[src/design/prpa_pkg.sv]
// Shared definitions for the PageRank pull accumulator.
// Holds field widths, register indexes, state encoding and saturating add.
// No dependencies.
`default_nettype none

package prpa_pkg;

   localparam int unsigned VERTICES   = 1024;
   localparam int unsigned MAX_TILES  = 16;
   localparam int unsigned ADDR_W     = $clog2(VERTICES);

   localparam int unsigned SLOT_W     = 10;
   localparam int unsigned TILE_W     = 4;
   localparam int unsigned RANK_W     = 32;
   localparam int unsigned DEG_W      = 24;
   localparam int unsigned DAMP_W     = 16;
   localparam int unsigned NV_W       = 24;
   localparam int unsigned TCNT_W     = 5;

   localparam int unsigned REQ_DATA_W = 72;
   localparam int unsigned RSP_DATA_W = 48;
   localparam int unsigned CSR_IDX_W  = 2;
   localparam int unsigned CSR_DATA_W = 24;

   localparam logic [DAMP_W-1:0] DAMP_RESET = 16'd55706;

   typedef enum logic [CSR_IDX_W-1:0] {
      CSR_DAMPING        = 2'd0,
      CSR_TOTAL_VERTICES = 2'd1,
      CSR_TILE_COUNT     = 2'd2
   } csr_index_type;

   typedef enum logic [2:0] {
      ST_IDLE,
      ST_EDGE_DIV,
      ST_SCALE,
      ST_MERGE,
      ST_BASE_DIV,
      ST_WRITE
   } state_type;

   function automatic logic [RANK_W-1:0] sat_add(input logic [RANK_W-1:0] a,
                                                 input logic [RANK_W-1:0] b);
      logic [RANK_W:0] s;
      s = {1'b0, a} + {1'b0, b};
      return s[RANK_W] ? {RANK_W{1'b1}} : s[RANK_W-1:0];
   endfunction

endpackage

`default_nettype wire

[src/design/prpa_div.sv]
// Iterative restoring divider, one quotient bit per cycle.
// Depends on prpa_pkg for operand widths.
`default_nettype none

module prpa_div (
   input  wire logic                        clock,
   input  wire logic                        reset,
   input  wire logic                        start,
   input  wire logic [prpa_pkg::RANK_W-1:0] dividend,
   input  wire logic [prpa_pkg::DEG_W-1:0]  divisor,
   output logic                             done,
   output logic      [prpa_pkg::RANK_W-1:0] quotient
);

   localparam int unsigned CNT_W = $clog2(prpa_pkg::RANK_W);

   logic [prpa_pkg::RANK_W-1:0] quo_ff, quo_in;
   logic [prpa_pkg::DEG_W-1:0]  rem_ff, rem_in;
   logic [prpa_pkg::DEG_W-1:0]  dvs_ff;
   logic [CNT_W-1:0]            cnt_ff, cnt_in;
   logic                        busy_ff, busy_in;
   logic                        done_ff, done_in;
   logic [prpa_pkg::DEG_W:0]    trial;
   logic [prpa_pkg::DEG_W:0]    diff;
   logic                        fits;

   assign trial = {rem_ff, quo_ff[prpa_pkg::RANK_W-1]};
   assign diff  = trial - {1'b0, dvs_ff};
   assign fits  = trial >= {1'b0, dvs_ff};

   always_comb begin
      quo_in  = quo_ff;
      rem_in  = rem_ff;
      cnt_in  = cnt_ff;
      busy_in = busy_ff;
      done_in = 1'b0;
      if (start) begin
         quo_in  = dividend;
         rem_in  = '0;
         cnt_in  = '0;
         busy_in = 1'b1;
      end else if (busy_ff) begin
         quo_in = {quo_ff[prpa_pkg::RANK_W-2:0], fits};
         rem_in = fits ? diff[prpa_pkg::DEG_W-1:0] : trial[prpa_pkg::DEG_W-1:0];
         cnt_in = cnt_ff + 1'b1;
         if (cnt_ff == CNT_W'(prpa_pkg::RANK_W - 1)) begin
            busy_in = 1'b0;
            done_in = 1'b1;
         end
      end
   end

   always_ff @(posedge clock) begin
      if (reset) begin
         busy_ff <= 1'b0;
         done_ff <= 1'b0;
      end else begin
         busy_ff <= busy_in;
         done_ff <= done_in;
      end
      if (start) begin
         dvs_ff <= divisor;
      end
      quo_ff <= quo_in;
      rem_ff <= rem_in;
      cnt_ff <= cnt_in;
   end

   assign done     = done_ff;
   assign quotient = quo_ff;

endmodule

`default_nettype wire

[config.mk]
export PLATFORM = sky130hd
export DESIGN_NAME = prpa_div
export DESIGN_NICKNAME = d
export VERILOG_FILES = /design/src/design/prpa_pkg.sv /design/src/design/prpa_div.sv
export SDC_FILE = /design/constraint.sdc
export NUM_CORES = 1
export LEC_CHECK = 0
export BUFFER_PORTS_ARGS = -buffer_cell sky130_fd_sc_hd__buf_2
export CAP_MARGIN = 10
export CORE_MARGIN = 1
export CORE_UTILIZATION = 40
export CTS_CLUSTER_DIAMETER = 40
export CTS_CLUSTER_SIZE = 10
export DETAILED_ROUTE_END_ITERATION = 8
export PLACE_DENSITY = 0.59
export SETUP_SLACK_MARGIN = 0.2
export SYNTH_ARGS = -nofsm -noshare
export SYNTH_HDL_FRONTEND = slang
export SYNTH_SLANG_ARGS = --single-unit
[constraint.sdc]
create_clock -name clock -period 3.14 [get_ports clock]
set_input_delay 0.471 -clock clock [delete_from_list [all_inputs] [get_ports clock]]
set_output_delay 0.471 -clock clock [all_outputs]
set_load 0.05 [all_outputs]
# Word level (Yosys, flattened, before mapping)
# Index checks and enable logic that the tools add are counted.
[op_classes]
addsub = 2
order_cmp = 1
n_eq_ne = 1
n_mux = 7
bitwise = 1
n_reduce_logical = 2
[ops]
columns = ["operator", "count"]
rows = [
  ["32-bit 2-to-1 mux", 2],
  ["25-bit by 24-bit >= comparator with 1-bit output", 1],
  ["24-bit 2-to-1 mux", 1],
  ["24-bit subtractor", 1],
  ["5-bit by 1-bit adder with 5-bit output (second input constant)", 1],
  ["5-bit == test (second input constant)", 1],
  ["1-bit 2-to-1 mux", 4],
  ["3-bit OR reduction", 1],
  ["2-bit nonzero test", 1],
  ["1-bit inverter", 1],
]
[totals]
regBits = 87
inputBits = 59
out_inout_bits = 33
word_cells = 20

# Longest topological paths before layout
# Gate-level depths: netlist of the first run.
[logic_depth]
depth_word = 4
ltp_mapped = 12
depth_no_buf = 11

# Least setup slack after synthesis of the first run
# Ideal clock, no wire load.
[synth_timing]
path_type = "register to register"
startpoint = "register quo_ff (netlist bit quotient[31])"
endpoint = "register rem_ff[20] (netlist bit)"
setup_ps = 91
arrival_time_ps = 2718
required_time_ps = 3049
setup_slack_ps = 331
stages_incl_launch_ff = 12
n_path_buf = 0
period_less_slack_ps = 2809
cell_sequence = "edfxtp_1 -> inv_1 -> ha_1 -> fa_1 -> nor2b_1 -> o31ai_1 -> a21oi_1 -> nor2_1 -> o21ai_0 -> and4b_1 -> o31ai_1 -> a311oi_1"
[synth_between]
elab_chain_cells = 2
elab_cells_between_ends = 3
cone_classes = "add/sub: 1; order compare: 1; mux: 1"
[synth_lines]
columns = ["item", "line_no", "text"]
rows = [
  ["start: declaration", "prpa_div.sv:17", "logic [prpa_pkg::RANK_W-1:0] quo_ff, quo_in;"],
  ["start signal: assignment", "prpa_div.sv:64", "quo_ff <= quo_in;"],
  ["24-bit subtractor or 25-bit by 24-bit >= comparator with 1-bit output (tied branches)", "prpa_div.sv:28, prpa_div.sv:29", ""],
  ["24-bit 2-to-1 mux (*)", "prpa_div.sv:44", "rem_in = fits ? diff[prpa_pkg::DEG_W-1:0] : trial[prpa_pkg::DEG_W-1:0];"],
  ["end signal: assignment", "prpa_div.sv:65", "rem_ff <= rem_in;"],
  ["end: declaration", "prpa_div.sv:18", "logic [prpa_pkg::DEG_W-1:0] rem_ff, rem_in;"],
]
# Mark *: on every way between the ends. The rest lies on a longest branch, timed or not.
# A chain may end at the register's enable or synchronous reset.

# Worst setup path in the final report of the first run
[layout_timing]
startpoint = "register dvs_ff[6] (netlist bit)"
endpoint = "register quo_ff (netlist bit quotient[0]) (data pin)"
[layout_between]
elab_chain_cells = 3
[layout_lines]
columns = ["item", "line_no", "text"]
rows = [
  ["start: declaration", "prpa_div.sv:19", "logic [prpa_pkg::DEG_W-1:0] dvs_ff;"],
  ["start signal: assignment", "prpa_div.sv:62", "dvs_ff <= divisor;"],
  ["25-bit by 24-bit >= comparator with 1-bit output", "prpa_div.sv:29", "assign fits = trial >= {1'b0, dvs_ff};"],
  ["32-bit 2-to-1 mux", "prpa_div.sv:42", "end else if (busy_ff) begin"],
  ["32-bit 2-to-1 mux", "prpa_div.sv:37", "if (start) begin"],
  ["via quo_in, one bit", "prpa_div.sv:17", ""],
]
# The timed path passes the listed nets, and every way through them passes these cells. The select of a mux whose other input is x is not followed.

==> impl_metrics.env, run 1 <==
export IMPL_syn_area_per_cell_um2=10.7
export IMPL_wire_per_inst_um=14.8
export IMPL_num_vias=3656
export IMPL_coreArea_um2=11600
export IMPL_holdBufCountCts=0
export IMPL_rsz0062_at_grt="true"
export IMPL_dr_pass1_iters=6
export IMPL_insertedDiodeCount=0
export IMPL_outcome="complete, but fails checks"
export IMPL_muxShareOfSynthArea_pct=8.49
export IMPL_swShare_pct=32.4
export IMPL_syn_to_final_growth_pct=19.4
export IMPL_via_per_inst=5.30
export IMPL_wl_um=10200
export IMPL_p_per_area_nw_per_um2=588
export IMPL_synth_compound_area_share_pct=14.6
export IMPL_synth_sequential_area_ratio_pct=47.5
export IMPL_clockRootBuffer="clkbuf_16"
export IMPL_remaining_drc_errors=1
export IMPL_fillers=1080
export IMPL_vdd_drop_max_v=0.000369
export IMPL_pwr_share_clk_pct=31.9
export IMPL_gp_congestion=0.855
export IMPL_portBuffers=91
export IMPL_track_usage_pct=17.2
export IMPL_cp_start_kind="register"
export IMPL_insertion_delay_ps=350
export IMPL_initial_utilization_pct=41.7
export IMPL_setup_tns_final_ps=0
export IMPL_final_max_slew_violation_count=0
export IMPL_yosys_area_share_simple_pct=13.7
export IMPL_rows=39
export IMPL_cts_clk_slew_worst_paths_ps=60
export IMPL_seq_area_um2=2300
export IMPL_critical_path_required_ps=3240
export IMPL_final_common_cell="buf_2"
export IMPL_yosysWarnings=0
export IMPL_p_total_mw=3.40
export IMPL_io_pins=92
export IMPL_placed_cell_area_um2=5460
export IMPL_grt_overflow=0
export IMPL_ys_ff_latch=87
export IMPL_synth_top_area_share_pct=34.7
export IMPL_clock_fmax_ghz=0.360
export IMPL_hold_slack_ps=295
export IMPL_finalInstanceArea_um2=5790
export IMPL_pwr_share_comb_pct=27.1
export IMPL_period_needed_ps=2780
export IMPL_finalNonFillerCells=690
export IMPL_post_route_period_util_pct=88.4
export IMPL_synthArstFlopShare_pct=0
export IMPL_crit_fanout=16
export IMPL_fin_nets=628
export IMPL_h_tree_depth=3
export IMPL_cap_violations=0
export IMPL_setup_viol=0
export IMPL_rrSetupSlack_ps=360
export IMPL_power_frac_seq_pct=41.1
export IMPL_hpwlAfterDp_um=7170
export IMPL_synth_top_family_by_area="compound AO/OA/AOI/OAI gates"
export IMPL_power_leakage_nw=2.45
export IMPL_hold_path_class="in -> reg"
export IMPL_die_y_um=112
export IMPL_die_w_um=112
export IMPL_crit_type="reg -> reg"
export IMPL_synth_nets=538
export IMPL_antenna_left=0
export IMPL_max_clock_path_buffers=2
export IMPL_cts_sinks=87
export IMPL_synth_distinct_cells=60
export IMPL_skew_ps=9.28
export IMPL_slew_limit_headroom_pct=61.7
export IMPL_cts_buffers=9
export IMPL_synth_adder_area_share_pct=7.12
export IMPL_drive_gt1_share_pct=33.6
export IMPL_grt_pass1_vias=3681
export IMPL_yosys_area_top_type="edfxtp_1"
export IMPL_synthXorXnorAreaFrac_pct=3.61
export IMPL_switching_power_mw=1.10
export IMPL_syn_area_um2=4850
export IMPL_dp_cells=674
export IMPL_grt_pass1_wl_um=16900
export IMPL_crit_arrival_ps=2880
export IMPL_fp_dieArea_um2=12600
export IMPL_drt_iter0_drc=122
export IMPL_intPower_mw=2.30
export IMPL_layout_common_cells="buf_2, edfxtp_1, nand2_1"
export IMPL_worstMarginPinSlew_ps=575
export IMPL_multi_input_area_um2=2330
export IMPL_synth_area_leaders="edfxtp_1, dfxtp_1, mux2_2, ha_1, a311oi_2"
export IMPL_grt_max_degree=62
export IMPL_antenna_found_initial=0
export IMPL_synth_ff_type="edfxtp_1"
export IMPL_cts_tree="built"
export IMPL_violations="design-rule violations"
export IMPL_syn_inst=452
export IMPL_hold_viol=0
export IMPL_cp_end_kind="register"
export IMPL_synth_edf_count=56
[final cells by class]
type                       instances  share of cell area, %
timing repair buffer              99                   9.38
inverter                          35                   2.27
clock buffer                      10                   3.96
tap                              143                   3.09
multi-input combinational        310                   40.3
clock inverter                     6                   1.23
sequential                        87                   39.8
[registers in the layout, summed over array words and instances, names as in the netlist]
| name | flops |
|---|---|
| busy_ff | 1 |
| done | 1 |
| rem_ff | 24 |
| quotient | 32 |
| cnt_ff | 5 |
| dvs_ff | 24 |
[synth_stat cells (all sizes together), types with 2 or more instances]
cell type  instances
nor4               6
nor2              42
clkbuf            11
xnor2             11
nor3               7
ha                26
a21oi             19
inv               35
dfxtp             31
or3                4
o311ai             3
o21bai             2
o21ai             11
o311a              2
a21o               7
nand3              6
a311oi            17
nand4              4
o21a               4
a211oi             2
nor2b              3
a31oi              5
buf                9
xor2               9
edfxtp            56
o31ai              5
nand2             56
mux2              33
and3               4
mux2i              4
o22ai              2
[per-stage QoR]
step,utilization [%],setup WS [ps]
2_1_floorplan,-,331
3_3_place_gp,47.0,249
3_5_place_dp,47.0,218
4_1_cts,49.6,298
5_1_grt,49.8,159
6_report,49.8,363
[metal layers]
metal	vias up	GRT usage (%)	share of wire, %
li1	1830	-	-
met1	1718	21.1	47
met2	93	27.8	46
met3	15	4.32	5.2
met4	0	9.16	2.2
met5	-	0	0
[critical path, stage by stage (launching register included)]
cell and delay [ps]:
edfxtp_1 320, inv_1 40, ha_1 350, a21oi_2 190
o21ai_2 110, a2111oi_0 360, a21boi_2 320, o21ai_4 130
a21o_1 200, buf_4 200, mux2_2 290
[final timing paths]
path | from | end | depth (start not counted)
worst max-delay path | dvs_ff[6]$_DFFE_PP_ | quotient[0]$_DFFE_PP_ | 10
worst max register to register | dvs_ff[6]$_DFFE_PP_ | quotient[0]$_DFFE_PP_ | 10
worst min-delay path | divisor[2] | dvs_ff[2]$_DFFE_PP_ | 1
worst min register to register | rem_ff[14]$_SDFFE_PP0P_ | rem_ff[15]$_SDFFE_PP0P_ | 2
[logic make-up (layout without fill, tap and decap cells)]
group,count (synthesis),count (layout)
AO/OA/AOI/OAI,86,86
multiplexers,37,37
XOR/XNOR,20,20
buffers and inverters,55,150
adder cells (fa/ha/maj),27,27
flip-flops,87,87
AND/OR/NAND/NOR,140,140
[power groups by stage]
stage / clock network [mW] / logic [mW] / registers (mW)
after CTS: 1.11 / 0.916 / 1.40
after global placement: 0 / 0.900 / 1.42
final: 1.08 / 0.922 / 1.40
after floorplan: 0 / 0.556 / 1.57
after global routing: 1.15 / 1.00 / 1.41
after detailed placement: 0 / 0.913 / 1.42
[what timing repair did]
action                     in CTS  in global routing
setup buffers                   0                  0
gates resized for setup         1                  6
setup endpoints to repair       1                 23
No activity file was read; power rests on OpenSTA's default activity.
==> inputs of run 2 (changes only) <==
--- a/config.mk
+++ b/config.mk
@@ -13,7 +13,8 @@
 export CTS_CLUSTER_SIZE = 10
 export DETAILED_ROUTE_END_ITERATION = 8
 export PLACE_DENSITY = 0.59
-export SETUP_SLACK_MARGIN = 0.2
+export RECOVER_POWER = 100
+export SETUP_SLACK_MARGIN = 0.1
 export SYNTH_ARGS = -nofsm -noshare
 export SYNTH_HDL_FRONTEND = slang
 export SYNTH_SLANG_ARGS = --single-unit
==> impl_metrics.env, run 2 (same netlist as run 1, synthesis figures left out) <==
export IMPL_outcome="complete, but fails checks"
export IMPL_violations="design-rule violations"
export IMPL_insertedDiodeCount=0
export IMPL_syn_to_final_growth_pct=17.1
export IMPL_worst_slack_ps=236
export IMPL_portBuffers=91
export IMPL_swShare_pct=32.4
export IMPL_gp_congestion=0.855
export IMPL_initial_utilization_pct=41.7
export IMPL_hold_viol=0
export IMPL_hold_path_class="in -> reg"
export IMPL_crit_type="reg -> reg"
export IMPL_crit_arrival_ps=3140
export IMPL_hold_depth=1
export IMPL_cp_start_kind="register"
export IMPL_vdd_drop_max_v=0.000364
export IMPL_num_vias=3611
export IMPL_rrSetupSlack_ps=240
export IMPL_critPathLaunch="dvs_ff[6]$_DFFE_PP_"
export IMPL_grt_overflow=0
export IMPL_p_total_mw=3.37
export IMPL_final_util_pct=48.9
export IMPL_grt_max_degree=62
export IMPL_largest_reg_flops=32
export IMPL_rsz0062_at_grt="false"
export IMPL_layout_common_cells="buf_2, edfxtp_1, nand2_1"
export IMPL_setup_viol=0
export IMPL_r2r_start="dvs_ff[6]$_DFFE_PP_"
export IMPL_track_usage_pct=17.2
export IMPL_die_y_um=112
export IMPL_cts_clk_slew_worst_paths_ps=60
export IMPL_h_tree_depth=3
export IMPL_final_max_slew_violation_count=0
export IMPL_pwr_share_comb_pct=26.4
export IMPL_rows=39
export IMPL_io_pins=92
export IMPL_insertion_delay_ps=350
export IMPL_remaining_drc_errors=1
export IMPL_pwr_share_clk_pct=32.1
export IMPL_p_per_area_nw_per_um2=594
export IMPL_wl_um=10200
export IMPL_via_per_inst=5.23
export IMPL_drt_iter0_drc=108
export IMPL_cp_end_kind="register"
export IMPL_die_w_um=112
export IMPL_slew_limit_headroom_pct=2.61
export IMPL_hold_slack_ps=295
export IMPL_fin_nets=628
export IMPL_pre_cts_slack_ps=218
export IMPL_post_cts_setup_buffers=0
export IMPL_grt_pass1_wl_um=16900
export IMPL_power_leakage_nw=2.34
export IMPL_fp_dieArea_um2=12600
export IMPL_crit_fanout=12
export IMPL_cts_sinks=87
export IMPL_skew_ps=8.31
export IMPL_max_clock_path_buffers=2
export IMPL_critical_path_required_ps=3380
export IMPL_cap_violations=0
export IMPL_wire_per_inst_um=14.7
export IMPL_intPower_mw=2.28
export IMPL_reg2reg_depth=11
export IMPL_coreArea_um2=11600
export IMPL_switching_power_mw=1.09
export IMPL_cts_buffers=9
export IMPL_setup_tns_final_ps=0
export IMPL_dr_pass1_iters=7
export IMPL_drive_gt1_share_pct=25.8
export IMPL_hpwlAfterDp_um=7170
export IMPL_antenna_found_initial=0
export IMPL_worstMarginPinSlew_ps=1460
export IMPL_final_common_cell="buf_2"
export IMPL_cts_tree="built"
export IMPL_min_to="dvs_ff[15]$_DFFE_PP_"
export IMPL_clockRootBuffer="clkbuf_16"
export IMPL_hold_start="divisor[15]"
export IMPL_antenna_left=0
export IMPL_clock_fmax_ghz=0.344
export IMPL_grt_pass1_vias=3681
export IMPL_ctsResizeCount=0
export IMPL_post_route_period_util_pct=92.5
export IMPL_power_frac_seq_pct=41.5
export IMPL_period_needed_ps=2900
export IMPL_holdBufCountCts=0
export IMPL_r2r_end="rem_ff[12]$_SDFFE_PP0P_"
run 2: power by group through the flow:
stage               logic [mW]  registers (mW)  clock network [mW]
global route             0.974            1.41                1.15
floorplan                0.556            1.57                   0
detailed placement       0.913            1.42                   0
CTS                      0.916            1.40                1.11
global placement         0.900            1.42                   0
finish                   0.891            1.40                1.08
run 2: worst max path at each step:
stage | to | slack (ps)
CTS | rem_ff[20]$_SDFFE_PP0P_ | 190
detailed placement | rem_ff[20]$_SDFFE_PP0P_ | 220
finish | rem_ff[12]$_SDFFE_PP0P_ | 240
global placement | rem_ff[20]$_SDFFE_PP0P_ | 250
floorplan | rem_ff[20]$_SDFFE_PP0P_ | 330
global route | rem_ff[10]$_SDFFE_PP0P_ | 60
run 2: stage by stage:
stage	instance area, um^2	cells
2_1_floorplan	4850	452
3_3_place_gp	5460	674
3_5_place_dp	5460	674
4_1_cts	5760	690
5_1_grt	5680	690
6_report	5680	690
run 2: cell type report:
cell class | instances | area [um^2]
inverter | 35 | 131
sequential | 87 | 2300
fill | 1100 | 5940
tap | 143 | 179
multi-input combinational | 310 | 2280
clock inverter | 6 | 71.3
clock buffer | 10 | 229
timing repair buffer | 99 | 483
run 2: per-layer routing:
layer	up-vias	share of wire [%]	global-route usage, %
met5	-	0	0
met1	1688	47	21.1
met4	0	2.1	9.16
met2	83	46	27.8
li1	1827	-	-
met3	13	4.7	4.32
run 2: worst max-delay path, stage by stage (launching register included):
cell       delay, ps
edfxtp_1         320
inv_1             40
ha_1             340
a21oi_1          230
o21ai_2          120
a2111oi_0        360
a21boi_2         330
o21ai_4          130
a21oi_2          380
buf_12           200
nand2_1           60
a311oi_1         270
